$ cat config.mk
export PLATFORM = sky130hd
export DESIGN_NAME = scqc_fifo
export DESIGN_NICKNAME = d
export VERILOG_FILES = /design/src/rtl/scqc_pkg.sv /design/src/rtl/scqc_fifo.sv
export SDC_FILE = /design/constraint.sdc
export NUM_CORES = 1
export LEC_CHECK = 0
export BUFFER_PORTS_ARGS = -buffer_cell sky130_fd_sc_hd__buf_2
export CAP_MARGIN = 20
export CORE_MARGIN = 5
export CORE_UTILIZATION = 46
export CTS_CLUSTER_SIZE = 16
export DETAILED_ROUTE_END_ITERATION = 6
export GPL_ROUTABILITY_DRIVEN = 0
export MAX_ROUTING_LAYER = met4
export PLACE_DENSITY = 0.79
export SYNTH_ARGS = -nofsm -noshare
export SYNTH_HDL_FRONTEND = slang
export SYNTH_SLANG_ARGS = --single-unit
$ cat constraint.sdc
create_clock -name clk -period 1.94 [get_ports clk]
set_input_delay 0.097 -clock clk [delete_from_list [all_inputs] [get_ports clk]]
set_output_delay 0.097 -clock clk [all_outputs]
set_load 0.02 [all_outputs]
$ cat src/rtl/scqc_pkg.sv
package scqc_pkg;
	localparam int CfgIdxBits = 2;
	localparam int CfgDataBits = 11;
	localparam logic [CfgIdxBits-1:0] CFG_CENTER_X = 2'd0;
	localparam logic [CfgIdxBits-1:0] CFG_CENTER_Y = 2'd1;
	localparam logic [CfgIdxBits-1:0] CFG_COORD_LIMIT = 2'd2;
	localparam logic [9:0] CENTER_X_RESET = 10'd480;
	localparam logic [9:0] CENTER_Y_RESET = 10'd270;
	localparam logic [10:0] COORD_LIMIT_RESET = 11'd1200;
	localparam int PtBits = 11;
	localparam int DistBits = 12;
	localparam logic [DistBits-1:0] DIST_ALL_ONES = '1;

	typedef struct packed {
		logic [PtBits-1:0] px;
		logic [PtBits-1:0] py;
		logic              ok;
		logic              last;
	} pt_word_t;
endpackage

$ cat src/rtl/scqc_fifo.sv
module scqc_fifo
	import scqc_pkg::*;
(
	input  logic     clk,
	input  logic     arst_n,
	input  logic     in_valid,
	output logic     in_ready,
	input  pt_word_t in_word,
	output logic     out_valid,
	input  logic     out_ready,
	output pt_word_t out_word
);
	pt_word_t mem_q [2];
	logic     wp_q, rp_q;
	logic [1:0] cnt_q;
	logic     wr, rd;

	assign in_ready = (cnt_q != 2'd2);
	assign out_valid = (cnt_q != 2'd0);
	assign out_word = mem_q[rp_q];
	assign wr = in_valid && in_ready;
	assign rd = out_valid && out_ready;

	always_ff @(posedge clk) begin
		if (wr) begin
			mem_q[wp_q] <= in_word;
		end
	end

	always_ff @(posedge clk or negedge arst_n) begin
		if (!arst_n) begin
			wp_q <= 1'b0;
			rp_q <= 1'b0;
			cnt_q <= '0;
		end else begin
			if (wr) wp_q <= ~wp_q;
			if (rd) rp_q <= ~rp_q;
			cnt_q <= cnt_q + {1'b0, wr} - {1'b0, rd};
		end
	end
endmodule

==> metrics.yaml <==
syn_inst: 92
drtIter0Drc: 40
period_share: 0.878
final_layout_size_suffix_gt1_frac: 0.509
hold_path_class: "in2reg"
cp-end-kind: "flip-flop"
numPortBuffers: 53
clkTransAtPathRegs_ps: 80
synthSimpleGateAreaFrac: 0.0180
worst_pin_slew_ps: 343
cts_tree: "done"
die_height_um: 75.1
rr_endpoint: "cnt_q[1]"
required_ps: 2170
synth_nets: 122
hpwl_um: 2350
synthAdderAreaFrac: 0.0128
setup_violations: 0
finalHoldViolCount: 0
synth-compound-area-share: 0
vias: 1074
r2r_start: "cnt_q[1]"
rsz0062_at_grt: "false"
n_fill_cell: 291
slew_viol_final: 0
min_from: "in_word[23]"
total_power_mw: 3.87
post_cts_resized: 0
ys_seq_area_frac: 0.791
grt-ovfl-total: 0
clock.fmax_ghz: 0.587
power.leakage_nw: 1.04
wire_per_inst_um: 15.2
yosys_register_bits: 52
slew_headroom: 0.772
ys_types: 15
die_w_um: 75.1
period_needed_ps: 1700
setup-tns-final_ps: 0
wl_um: 3420
synth_top_family_by_area: "multiplexers"
die_area_um2: 5640
root_buffer: "clkbuf_8"
peakVddDrop_v: 0.00109
avgSynthCellArea_um2: 21.2
outcome: "completed"
start_util: 0.480
power.density_nw_per_um2: 1450
grt_pass1_wl_um: 5260
drtAntennaViolNets: 0
startpoint_type: "flip-flop"
hold_depth: 1
syn_to_final_growth_pct: 36.7
layout.nets: 205
antenna_found_initial: 0
viasPerCell: 4.77
worst_ep_arrival_time_ps: 1930
drc: 0
drt_pass1_iterations: 4
grt_max_degree: 21
ctsHtreeMaxLevel: 2
ios: 54
clock_latency_ps: 300
yosys_warnings: 0
setup.worst_path.class: "reg2reg"
synth.area.mux_share: 0.141
synth_xor_area_frac: 0.0180
grt_usage: 0.132
cp_max_fo: 3
cts_buffer_depth: 2
worstRegToRegCells: 7
clock_skew_ps: 5.01
worstHoldEndpoint: "mem_q[0][23]"
postCtsSetupBuffers: 0
core_um2: 4060
rows: 23
n_antenna_cell: 0
cts_buffers: 5
cap_violations: 0
syn_area_um2: 1950
grt_pass1_vias: 1192
clkSinkCount: 52
r2r_setup_slack_ps: 240
==> routing by layer <==
metal  vias up  global-route usage  wire [um]
met4         0              0.0415         38
met1       512               0.149       1360
li1        514                   -          -
met3         4              0.0320        260
met2        44               0.229       1760
met5         -                   -          0
==> worst max path at each step <==
| stage | start | cells past startpoint | slack, ps | endpoint |
|---|---|---|---|---|
| floorplan | cnt_q[1] | 3 | 140 | mem_q[0][0] |
| global placement | cnt_q[1] | 7 | 320 | cnt_q[1] |
| detailed placement | cnt_q[1] | 7 | 250 | cnt_q[1] |
| CTS | cnt_q[1] | 7 | 230 | cnt_q[1] |
| global route | cnt_q[1] | 7 | 140 | cnt_q[1] |
| finish | cnt_q[1] | 7 | 240 | cnt_q[1] |
==> synth_stat cells <==
cell	instances	area share
xnor2_1	3	0.013
inv_1	1	0.0019
buf_6	3	0.017
xor2_1	1	0.0045
mux2_2	23	0.13
ha_1	2	0.013
and3_1	1	0.0032
nand2b_1	1	0.0032
mux2_4	1	0.0077
and2_4	1	0.0045
nand2_1	1	0.0019
dfrtp_1	4	0.051
or2_1	1	0.0032
nor2_1	1	0.0019
edfxtp_1	48	0.74
==> power breakdown <==
| group | switching, mW | internal, mW | total, mW |
|---|---|---|---|
| clock | 0.317 | 0.507 | 0.824 |
| sequential | 0.103 | 1.54 | 1.64 |
| combinational | 0.776 | 0.632 | 1.41 |
| total | 1.20 | 2.68 | 3.87 |
==> cell families (layout without fill, tap and decap cells) <==
logic type	count (synthesis)	after routing
simple gates	6	6
fa+ha+maj	2	2
xor+xnor	4	4
flops	52	52
buf+inv	4	87
mux	24	24
==> timing repair <==
item / CTS / global route
hold buffers: 23 / 0
endpoints found under the hold margin: 47 / 0
setup endpoints to repair: 0 / 0
==> final cells by class <==
cell class,instances,area [um2],area share
clock inverters,2,60.1,0.0225
multi-input cells,36,372,0.140
clock buffers,5,68.8,0.0258
flip-flops and latches,52,1540,0.579
repair buffers,79,556,0.209
inverters,1,3.75,0.00141
well taps,50,62.6,0.0235
==> worst max-delay path, cell delays in order, from the launching register on <==
cell	delay [ps]
dfrtp_1	410
or2_1	250
and2_4	170
ha_1	270
inv_1	40
ha_1	180
xnor2_1	180
xnor2_1	140
==> cell usage in the layout, fill, tap and decap left out, drive strengths merged <==
master,instances
buf,56
edfxtp,48
mux2,24
dlygate4sd3,23
clkbuf,5
dfrtp,4
xnor2,3
ha,2
bufinv,2
or2,1
and2,1
inv,1
nand2b,1
nand2,1
and3,1
nor2,1
xor2,1
==> sequential cells by signal, summed over array words and instances, names as in the netlist <==
name,cells
cnt_q,2
wp_q,1
rp_q,1
mem_q,48
==> metrics by stage <==
step                      utilization  area [um2]  cells  hold WS (ps)  setup WS (ps)
after floorplan                     -        1950     92          -199            141
after global placement          0.568        2300    195         -99.2            320
after detailed placement        0.568        2300    195         -90.7            252
after CTS                       0.656        2660    225         0.595            232
after global routing            0.656        2660    225          2.17            135
final                           0.656        2660    225          1.89            236
Power figures use the tool's default switching activity.
