File: src/rtl/scqc_pkg.sv
package scqc_pkg;
	localparam int CfgIdxBits = 2;
	localparam int CfgDataBits = 11;
	localparam logic [CfgIdxBits-1:0] CFG_CENTER_X = 2'd0;
	localparam logic [CfgIdxBits-1:0] CFG_CENTER_Y = 2'd1;
	localparam logic [CfgIdxBits-1:0] CFG_COORD_LIMIT = 2'd2;
	localparam logic [9:0] CENTER_X_RESET = 10'd480;
	localparam logic [9:0] CENTER_Y_RESET = 10'd270;
	localparam logic [10:0] COORD_LIMIT_RESET = 11'd1200;
	localparam int PtBits = 11;
	localparam int DistBits = 12;
	localparam logic [DistBits-1:0] DIST_ALL_ONES = '1;

	typedef struct packed {
		logic [PtBits-1:0] px;
		logic [PtBits-1:0] py;
		logic              ok;
		logic              last;
	} pt_word_t;
endpackage

File: src/rtl/scqc_back.sv
module scqc_back
	import scqc_pkg::*;
(
	input  logic              clk,
	input  logic              arst_n,
	input  logic              in_valid,
	output logic              in_ready,
	input  pt_word_t          in_word,
	input  logic [9:0]        center_x,
	input  logic [9:0]        center_y,
	output logic              empty,
	input  logic              pop,
	output logic [1:0]        corner_id,
	output logic [PtBits-1:0] corner_x,
	output logic [PtBits-1:0] corner_y,
	output logic              corner_found,
	output logic              last_corner
);
	typedef enum logic [1:0] {S_IDLE, S_BIN, S_SQRT, S_EMIT} state_t;
	state_t state_q;

	logic [PtBits-1:0]   col_q [4];
	logic [PtBits-1:0]   row_q [4];
	logic [DistBits-1:0] dist_q [4];
	logic [3:0]          found_q;
	logic [1:0]          quad_q, id_q;
	logic                last_q;
	logic [PtBits-1:0]   px_q, py_q;
	logic [23:0]         v_q;
	logic [23:0]         res_q, bit_q;

	logic signed [PtBits:0] dx, dy;
	logic                   xl, xg, yl, yg;
	logic [1:0]             quad;
	logic                   on_axis;
	logic [23:0]            sum;

	assign xl = px_q < PtBits'(center_x);
	assign xg = px_q > PtBits'(center_x);
	assign yl = py_q < PtBits'(center_y);
	assign yg = py_q > PtBits'(center_y);
	assign on_axis = !(xl || xg) || !(yl || yg);
	assign quad = (xl && yl) ? 2'd0 : (xg && yl) ? 2'd1 : (xg && yg) ? 2'd2 : 2'd3;
	assign dx = $signed({1'b0, px_q}) - $signed({2'b0, center_x});
	assign dy = $signed({1'b0, py_q}) - $signed({2'b0, center_y});
	assign sum = res_q + bit_q;
	assign in_ready = (state_q == S_IDLE);
	assign empty = (state_q != S_EMIT);
	assign corner_id = id_q;
	assign corner_found = found_q[id_q];
	assign corner_x = found_q[id_q] ? col_q[id_q] : '0;
	assign corner_y = found_q[id_q] ? row_q[id_q] : '0;
	assign last_corner = (id_q == 2'd3);

	always_ff @(posedge clk or negedge arst_n) begin
		if (!arst_n) begin
			state_q <= S_IDLE;
			found_q <= '0;
			id_q <= '0;
			for (int i = 0; i < 4; i++) begin
				dist_q[i] <= DIST_ALL_ONES;
				col_q[i] <= '0;
				row_q[i] <= '0;
			end
		end else begin
			case (state_q)
				S_IDLE: begin
					if (in_valid) begin
						last_q <= in_word.last;
						px_q <= in_word.px;
						py_q <= in_word.py;
						if (in_word.ok) begin
							state_q <= S_BIN;
						end else if (in_word.last) begin
							id_q <= '0;
							state_q <= S_EMIT;
						end
					end
				end
				S_BIN: begin
					if (on_axis) begin
						if (last_q) begin
							id_q <= '0;
							state_q <= S_EMIT;
						end else begin
							state_q <= S_IDLE;
						end
					end else begin
						quad_q <= quad;
						v_q <= 24'(dx * dx) + 24'(dy * dy);
						res_q <= '0;
						bit_q <= 24'h400000;
						state_q <= S_SQRT;
					end
				end
				S_SQRT: begin
					if (bit_q != '0) begin
						if (v_q >= sum) begin
							v_q <= v_q - sum;
							res_q <= (res_q >> 1) + bit_q;
						end else begin
							res_q <= res_q >> 1;
						end
						bit_q <= bit_q >> 2;
					end else begin
						if (DistBits'(res_q) < dist_q[quad_q]) begin
							dist_q[quad_q] <= DistBits'(res_q);
							col_q[quad_q] <= px_q;
							row_q[quad_q] <= py_q;
							found_q[quad_q] <= 1'b1;
						end
						if (last_q) begin
							id_q <= '0;
							state_q <= S_EMIT;
						end else begin
							state_q <= S_IDLE;
						end
					end
				end
				S_EMIT: begin
					if (pop) begin
						id_q <= id_q + 1'b1;
						if (id_q == 2'd3) begin
							found_q <= '0;
							for (int i = 0; i < 4; i++) begin
								dist_q[i] <= DIST_ALL_ONES;
								col_q[i] <= '0;
								row_q[i] <= '0;
							end
							state_q <= S_IDLE;
						end
					end
				end
				default: state_q <= S_IDLE;
			endcase
		end
	end
endmodule

File: config.mk
export PLATFORM = sky130hd
export DESIGN_NAME = scqc_back
export DESIGN_NICKNAME = d
export VERILOG_FILES = /design/src/rtl/scqc_pkg.sv /design/src/rtl/scqc_back.sv
export SDC_FILE = /design/constraint.sdc
export NUM_CORES = 1
export LEC_CHECK = 0
export BUFFER_PORTS_ARGS = -buffer_cell sky130_fd_sc_hd__clkbuf_2
export CAP_MARGIN = 10
export CORE_ASPECT_RATIO = 1.4
export CORE_MARGIN = 2
export CORE_UTILIZATION = 54
export CTS_CLUSTER_DIAMETER = 200
export DETAILED_ROUTE_END_ITERATION = 8
export GPL_ROUTABILITY_DRIVEN = 0
export PLACE_DENSITY = 0.82
export SLEW_MARGIN = 20
export SYNTH_ARGS = -nofsm -noshare
export SYNTH_HDL_FRONTEND = slang
export SYNTH_SLANG_ARGS = --single-unit
File: constraint.sdc
create_clock -name clk -period 13 [get_ports clk]
set_input_delay 0.65 -clock clk [delete_from_list [all_inputs] [get_ports clk]]
set_output_delay 0.65 -clock clk [all_outputs]
set_load 0.01 [all_outputs]
==> reports/results.txt, run 1 <==
Sum of negative setup slack: 0 ps
DR iter-0 viols: 1719
Final Net Count: 2942
Maximum cell stage delay along the critical path: 840 ps
Die Area: 0.0460 mm2
Leading cell type in the layout, fill and taps excluded: sky130_fd_sc_hd__inv_1
Crit path time final: 9980 ps
Top Ports: 76
Synth warnings: 0
Level count of the clock H-tree: 1
Mean area per synthesized cell: 9.96 um2
Type of the most critical hold path: input port to asynchronous set/reset pin
Proportion of synthesized chip area in sequential cells: 0.260
Number of library cell types mapped by synthesis: 76
Bufs on Longest Clock Path: 3
Post-cts repair resize count: 0
Data arrival, critical path: 10260 ps
Worst reg2reg endpoint: v_q[23]
Layout cells sized above 1: 0.110
Initial standard-cell utilization of the core: 0.545
Required @ worst endpoint: 13280 ps
Layout overhead on the synthesized area: 7.31%
Max Transition Viols Final: 0
Antenna violation net count after detailed routing: 0
Die X-Extent: 182 um
Max Cap Violations: 0
Number of enable-type register cells in the synthesized netlist: 85
Final count of negative-setup-slack endpoints: 0
Antenna fix cells: 0
Buffer type at the clock tree root: sky130_fd_sc_hd__clkbuf_16
DIE HEIGHT: 253 um
Crit start category: flop
Crit path kind: flop to flop
Number of antenna violations at the first check in global routing: 1
Core Footprint: 0.0438 mm2
Most used DFF post-synth: sky130_fd_sc_hd__dfrtp_1
Final hold violations: 0
Floorplan row count: 91
Worst clock skew: 21.0 ps
Synthesized flop and latch total: 229
Relative slew margins: 0.275
Flop2flop setup slack: 3020 ps
Number of fillers in the final layout: 3471
Vias post-DR: 18200
Mapped cell area: 0.0239 mm2
R2R depth: 33
Worst Max-Slew Pin Slew: 1080 ps
Total of hold buffers inserted after clock tree synthesis: 0
Largest area contributor in the netlist: sky130_fd_sc_hd__fa_1
Fmax: 100 MHz
Fin util: 0.585
DRC viols: 0
Clock-pin slew reported for the worst setup and hold paths after clock tree synthesis: 70 ps
Number of instances in the synthesized netlist: 2399
Maximum number of pins on one net before global-route repair: 84
RSZ-0062 raised after global routing: no
CTS buffer count: 25
Count of input and output buffers: 75
Clock tree from TritonCTS: done
Ys async rst share: 0.629
Result of the run: finished clean
Most repeated library cell on the critical path: sky130_fd_sc_hd__fa_1
HPWL after detailed placement: 46.6 mm
Type of element capturing the critical path: flop
First-pass detailed-route iteration total: 7
Worst hold slack across all endpoints: 79.9 ps
DR WL/cell: 20.4 um
Post-CTS setup-driven buffer insertion count: 0
Avg Vias per Cell: 6.06
Post-route fraction of the period consumed by the critical path: 0.768
Remaining global-route overflow: 0
First-pass GRT wire length: 99.3 mm
Worst reg2reg startpoint: px_q[0]
Insertion delay to the later sink of the worst-skew pair: 560 ps
Highest net fanout along the worst path: 12
Number of sinks driven by the clock tree: 229
Number of global-route vias before repair: 19600
Number of nets in the synthesized netlist: 2907
Final wirelength: 61.4 mm
GRT Util Overall: 0.272
Cells taking the most area after synthesis: sky130_fd_sc_hd__fa_1 (23%), sky130_fd_sc_hd__edfxtp_1 (11%), sky130_fd_sc_hd__dfrtp_1 (10%)
Highest-count cells in the layout ignoring fill and taps: sky130_fd_sc_hd__inv_1 (398), sky130_fd_sc_hd__fa_1 (280), sky130_fd_sc_hd__nand2_1 (204), sky130_fd_sc_hd__ha_1 (178), sky130_fd_sc_hd__nor2_1 (141)
Critical path's slowest cell: sky130_fd_sc_hd__xor2_1
Area share of the largest cell type after synthesis: 0.235
==> state kept, by name, indices dropped and copies added, names as in the netlist, 11 cells and up <==
| register | flops |
|---|---|
| bit_q | 12 |
| col_q | 44 |
| dist_q | 48 |
| px_q | 11 |
| py_q | 11 |
| res_q | 24 |
| row_q | 44 |
| v_q | 24 |
==> cell type report <==
| type | instances | area (um2) | area share |
|---|---|---|---|
| clock inverter | 8 | 88.8 | 0.00346 |
| sequential | 229 | 6220 | 0.242 |
| clock buffer | 38 | 736 | 0.0287 |
| tap | 558 | 698 | 0.0272 |
| multi-input combinational | 1669 | 15800 | 0.616 |
| timing repair buffer | 101 | 581 | 0.0226 |
| inverter | 408 | 1530 | 0.0597 |
==> Yosys cell counts (all sizes together) (5+ instances only) <==
cell type and instances:
dfstp 48, nand4 8, mux2i 31, o21bai 13, o211ai 10, buf 23
o32a 24, nand2b 21, nor3 37, a21o 35, dfrtp 96, a21boi 6
ha 180, mux4 34, o2bb2ai 67, inv 401, o21a 10, and2 26
or3 13, o21ai 93, a31oi 45, a31o 7, xor2 46, nor2 143
nand2 204, clkbuf 70, nand3 27, or2 9, a21oi 101, xnor2 57
and3 7, fa 280, clkinv 7, a211oi 19, edfxtp 85, nor2b 59
mux2 5
==> worst max-delay path, delay by kind of cell (launching register included) <==
kind / cells / cell delay [ps]
xor gates and xnor gates: 1 / 840
AOI/OAI and AO/OA: 9 / 1870
DFF: 1 / 450
and+or+nand+nor: 6 / 1460
buffers and inverters: 7 / 700
adders and majority gates: 10 / 4410
==> through the flow <==
| step | area, um2 | setup slack, ps | std cells |
|---|---|---|---|
| after floorplan | 23900 | 4220 | 2399 |
| after global placement | 24800 | 3340 | 2965 |
| after detailed placement | 24800 | 2910 | 2965 |
| after CTS | 25600 | 3090 | 3011 |
| after global routing | 25600 | 2530 | 3011 |
| final | 25600 | 3020 | 3011 |
==> worst max-delay path by stage <==
stage	from	end	slack, ps	depth (start not counted)
after floorplan	center_x[1]	v_q[23]	4220	32
after global placement	center_x[0]	v_q[23]	3340	33
after detailed placement	center_x[0]	v_q[23]	2910	33
after CTS	px_q[0]	v_q[23]	3090	33
after global routing	px_q[0]	v_q[23]	2530	33
final	px_q[0]	v_q[23]	3020	33
==> routing by layer <==
metal	vias to the layer above	routed length, um	global-route usage	share of wire
met1	9017	21800	0.316	0.35
met4	2	4330	0.173	0.071
met2	882	31400	0.479	0.51
met5	-	13	0	0.00021
li1	8077	-	-	-
met3	262	3880	0.0326	0.063
==> cell families (layout without fill, tap and decap cells) <==
group | Yosys count | in the layout | share of synthesized area
compound gates | 462 | 462 | 0.133
xor+xnor | 104 | 104 | 0.0390
fa+ha+maj | 460 | 460 | 0.329
buf+inv | 501 | 555 | 0.0805
flops | 229 | 229 | 0.260
mux | 70 | 70 | 0.0474
simple gates | 573 | 573 | 0.112
Power of run 1 is not shown: default switching activity piles up to over one toggle a cycle in this logic, so the estimate is an artifact.
==> inputs of run 2 (changes only) <==
Clock period 13 ns to 9.5 ns, I/O delays scaled along.
==> reports/results.txt, run 2 (same netlist as run 1, synthesis figures left out) <==
Result of the run: finished clean
Final count of negative-setup-slack endpoints: 0
Number of global-route vias before repair: 19400
Avg Vias per Cell: 6.05
Post-route fraction of the period consumed by the critical path: 0.963
Layout cells sized above 1: 0.116
Crit start category: flop
Worst clock skew: 13.7 ps
Buffer type at the clock tree root: sky130_fd_sc_hd__clkbuf_16
Worst Max-Slew Pin Slew: 1080 ps
Worst reg2reg startpoint: px_q[1]
Area occupied by multi-input gates: 0.0158 mm2
Maximum cell stage delay along the critical path: 580 ps
Clock tree from TritonCTS: done
Number of fillers in the final layout: 3482
Level count of the clock H-tree: 1
Number of antenna violations at the first check in global routing: 0
Relative slew margins: 0.276
First-pass detailed-route iteration total: 6
Hold path start: in_word[8]
Final Net Count: 2958
Sequential cell area in the final layout: 0.00622 mm2
Count of placed standard cells including taps: 2980
Leading cell type in the layout, fill and taps excluded: sky130_fd_sc_hd__inv_1
Layout Cells excl Fill: 3027
DR iter-0 viols: 1534
Max Cap Violations: 0
Crit path max-delay family: adder cells
Layout overhead on the synthesized area: 7.95%
Count of buffer and inverter cells on the critical path: 6
DR WL/cell: 20.4 um
Crit path kind: flop to flop
Final wirelength: 61.8 mm
Registers with the most flip-flops: dist_q: 48 flops, col_q: 44 flops, row_q: 44 flops
R2R depth: 31
Flip-flop count of the largest register after layout: 48
Final hold violations: 0
DRC viols: 0
Type of element capturing the critical path: flop
Type of the most critical hold path: input port to flop
HPWL after detailed placement: 47.1 mm
Worst Hold End: py_q[6]
GRT Util Overall: 0.271
DIE HEIGHT: 253 um
Max Transition Viols Final: 0
Die Area: 0.0460 mm2
Worst reg2reg endpoint: v_q[23]
Post-CTS setup-driven buffer insertion count: 0
Die X-Extent: 182 um
Crit path time final: 9150 ps
Highest-count cells in the layout ignoring fill and taps: sky130_fd_sc_hd__inv_1 (398), sky130_fd_sc_hd__fa_1 (280), sky130_fd_sc_hd__nand2_1 (204), sky130_fd_sc_hd__ha_1 (178), sky130_fd_sc_hd__nor2_1 (141)
Count of input and output buffers: 75
Highest net fanout along the worst path: 10
Flop2flop setup slack: 350 ps
First-pass GRT wire length: 98.5 mm
Most flops, register: dist_q
Core Footprint: 0.0438 mm2
Clock-pin slew reported for the worst setup and hold paths after clock tree synthesis: 70 ps
CTS buffer count: 25
Top Ports: 76
Required @ worst endpoint: 9780 ps
Fmax: 109 MHz
Maximum number of pins on one net before global-route repair: 90
Number of sinks driven by the clock tree: 229
Worst hold path cell count: 1
Antenna violation net count after detailed routing: 0
Data arrival, critical path: 9430 ps
Antenna fix cells: 0
Critical path's slowest cell: sky130_fd_sc_hd__fa_1
Floorplan row count: 91
Most repeated library cell on the critical path: sky130_fd_sc_hd__fa_1
Initial standard-cell utilization of the core: 0.545
Remaining global-route overflow: 0
Vias post-DR: 18300
Insertion delay to the later sink of the worst-skew pair: 550 ps
Bufs on Longest Clock Path: 3
## run 2: final cells by class
cell class,instances,share of cell area
clock inverter,13,0.00635
tap,558,0.0271
multi-input combinational,1669,0.613
clock buffer,33,0.0262
sequential,229,0.241
timing repair buffer,117,0.0273
inverter,408,0.0594
## run 2: metrics by stage
stage | TNS [ps] | hold WS (ps) | area (um2) | util | worst slack (ps)
3_5_place_dp | 0 | 469 | 24900 | 0.569 | 369
2_1_floorplan | 0 | 179 | 23900 | - | 900
5_1_grt | -45.8 | 78.7 | 25800 | 0.588 | -45.8
3_3_place_gp | 0 | 463 | 24900 | 0.568 | 653
4_1_cts | 0 | 76.8 | 25800 | 0.588 | 391
6_report | 0 | 94.7 | 25800 | 0.588 | 348
## run 2: how the worst max path moves through the flow
| stage | start | to | slack (ps) | depth (start not counted) |
|---|---|---|---|---|
| 2_1_floorplan | center_x[1] | v_q[23] | 900 | 32 |
| 3_3_place_gp | center_y[1] | v_q[23] | 650 | 30 |
| 4_1_cts | px_q[0] | v_q[23] | 390 | 31 |
| 3_5_place_dp | center_x[1] | v_q[23] | 370 | 33 |
| 6_report | px_q[1] | v_q[23] | 350 | 31 |
| 5_1_grt | px_q[1] | v_q[23] | -50 | 31 |
## run 2: repair_timing
item                       4_1_cts  5_1_grt
hold endpoints to repair         7        0
gates resized for setup          0        3
hold buffers                     1        0
setup endpoints to repair        0        1
## run 2: layer usage
layer / global-route usage / wire length, um
met4: 0.169 / 4440
met2: 0.483 / 31500
met3: 0.0378 / 4380
met1: 0.308 / 21400
met5: 0 / 0
Power of run 2 is left out for the same reason.
==> inputs of run 3 (changes only) <==
Clock period 9.5 ns to 10.6 ns, I/O delays scaled along.
==> reports/results.txt, run 3 (same netlist as run 1, synthesis figures left out) <==
Result of the run: finished clean
Maximum number of pins on one net before global-route repair: 90
Die X-Extent: 182 um
Buffer type at the clock tree root: sky130_fd_sc_hd__clkbuf_16
Flip-flop count of the largest register after layout: 48
Flop2flop setup slack: 1120 ps
Maximum cell stage delay along the critical path: 550 ps
HPWL after detailed placement: 46.7 mm
Post-route fraction of the period consumed by the critical path: 0.894
First element of the critical path: px_q[0]
Number of global-route vias before repair: 19800
Crit start category: flop
Total of hold buffers inserted after clock tree synthesis: 1
DR iter-0 viols: 1715
Crit path kind: flop to flop
Avg Vias per Cell: 6.05
Worst Max-Slew Pin Slew: 1050 ps
Worst hold path cell count: 1
First-pass GRT wire length: 99.9 mm
Worst clock skew: 13.0 ps
Count of input and output buffers: 75
Initial standard-cell utilization of the core: 0.545
Sum of negative setup slack: 0 ps
Type of the most critical hold path: input port to flop
GRT Util Overall: 0.273
Registers with the most flip-flops: dist_q: 48 flops, col_q: 44 flops, row_q: 44 flops
Level count of the clock H-tree: 1
Vias post-DR: 18200
Worst reg2reg endpoint: v_q[23]
Crit path time final: 9480 ps
Antenna fix cells: 0
Highest net fanout along the worst path: 9
Data arrival, critical path: 9760 ps
Most flops, register: dist_q
CTS buffer count: 25
DRC viols: 0
Final Net Count: 2945
Required @ worst endpoint: 10880 ps
Leading cell type in the layout, fill and taps excluded: sky130_fd_sc_hd__inv_1
First-pass detailed-route iteration total: 6
Die Area: 0.0460 mm2
Bufs on Longest Clock Path: 3
Max Cap Violations: 0
Clock-pin slew reported for the worst setup and hold paths after clock tree synthesis: 70 ps
Post-CTS setup-driven buffer insertion count: 0
Fmax: 106 MHz
Clock tree from TritonCTS: done
R2R depth: 32
Max Transition Viols Final: 0
Final wirelength: 61.7 mm
Layout cells sized above 1: 0.111
Number of sinks driven by the clock tree: 229
Core Footprint: 0.0438 mm2
Highest-count cells in the layout ignoring fill and taps: sky130_fd_sc_hd__inv_1 (398), sky130_fd_sc_hd__fa_1 (280), sky130_fd_sc_hd__nand2_1 (204), sky130_fd_sc_hd__ha_1 (178), sky130_fd_sc_hd__nor2_1 (141)
Final hold violations: 0
Final count of negative-setup-slack endpoints: 0
Critical path's slowest cell: sky130_fd_sc_hd__fa_1
Type of element capturing the critical path: flop
Layout overhead on the synthesized area: 7.53%
Hold path start: in_word[4]
Remaining global-route overflow: 0
DIE HEIGHT: 253 um
Number of antenna violations at the first check in global routing: 0
Post-cts repair resize count: 0
Worst reg2reg startpoint: px_q[0]
DR WL/cell: 20.5 um
Floorplan row count: 91
Insertion delay to the later sink of the worst-skew pair: 560 ps
Top Ports: 76
Antenna violation net count after detailed routing: 0
RSZ-0062 raised after global routing: no
Relative slew margins: 0.302
Worst Hold End: py_q[2]
[run 3: cell count changes in the layout (fill, tap and decap cells not counted), moves of 2 or more]
| cell | previous run | this run |
|---|---|---|
| sky130_fd_sc_hd__clkbuf_8 | 2 | 4 |
| sky130_fd_sc_hd__inv_6 | 3 | 1 |
| sky130_fd_sc_hd__bufinv_16 | 3 | 1 |
| sky130_fd_sc_hd__buf_4 | 40 | 27 |
| sky130_fd_sc_hd__clkbuf_1 | 6 | 4 |
| sky130_fd_sc_hd__clkbuf_16 | 25 | 27 |
[run 3: worst max-delay path: cells and delay by family (launching register included)]
kind | cells | cell delay, ps
fa+ha+maj | 10 | 4430
compound gates | 8 | 1870
simple gates | 5 | 1290
buf+inv | 8 | 700
xor+xnor | 1 | 470
flops | 1 | 450
[run 3: per-stage QoR]
stage | utilization | area (um2) | hold slack [ps] | setup WS (ps) | cells
2_1_floorplan | - | 23900 | 234 | 1940 | 2399
3_3_place_gp | 0.566 | 24800 | 466 | 1390 | 2967
3_5_place_dp | 0.566 | 24800 | 468 | 1090 | 2967
4_1_cts | 0.586 | 25700 | 137 | 1170 | 3014
5_1_grt | 0.586 | 25700 | 142 | 643 | 3014
6_report | 0.586 | 25700 | 146 | 1120 | 3014
[run 3: worst max-delay path by stage]
stage               endpoint  cells past startpoint
CTS                  v_q[23]                     32
floorplan            v_q[23]                     32
global placement     v_q[23]                     29
global route         v_q[23]                     27
detailed placement   v_q[23]                     32
finish               v_q[23]                     32
[run 3: routing by layer]
metal / track usage / up-vias / part of all wire
li1: - / 8089 / -
met5: 0 / - / 0
met2: 0.480 / 849 / 0.51
met4: 0.180 / 0 / 0.072
met3: 0.0371 / 272 / 0.065
met1: 0.313 / 9016 / 0.35
[run 3: final cells by class]
type | count | area (um2)
fill | 3440 | 18100
multi-input combinational | 1669 | 15800
sequential | 229 | 6220
inverter | 408 | 1530
clock buffer | 35 | 746
tap | 558 | 698
timing repair buffer | 104 | 606
clock inverter | 11 | 106
Power of run 3 is left out for the same reason.
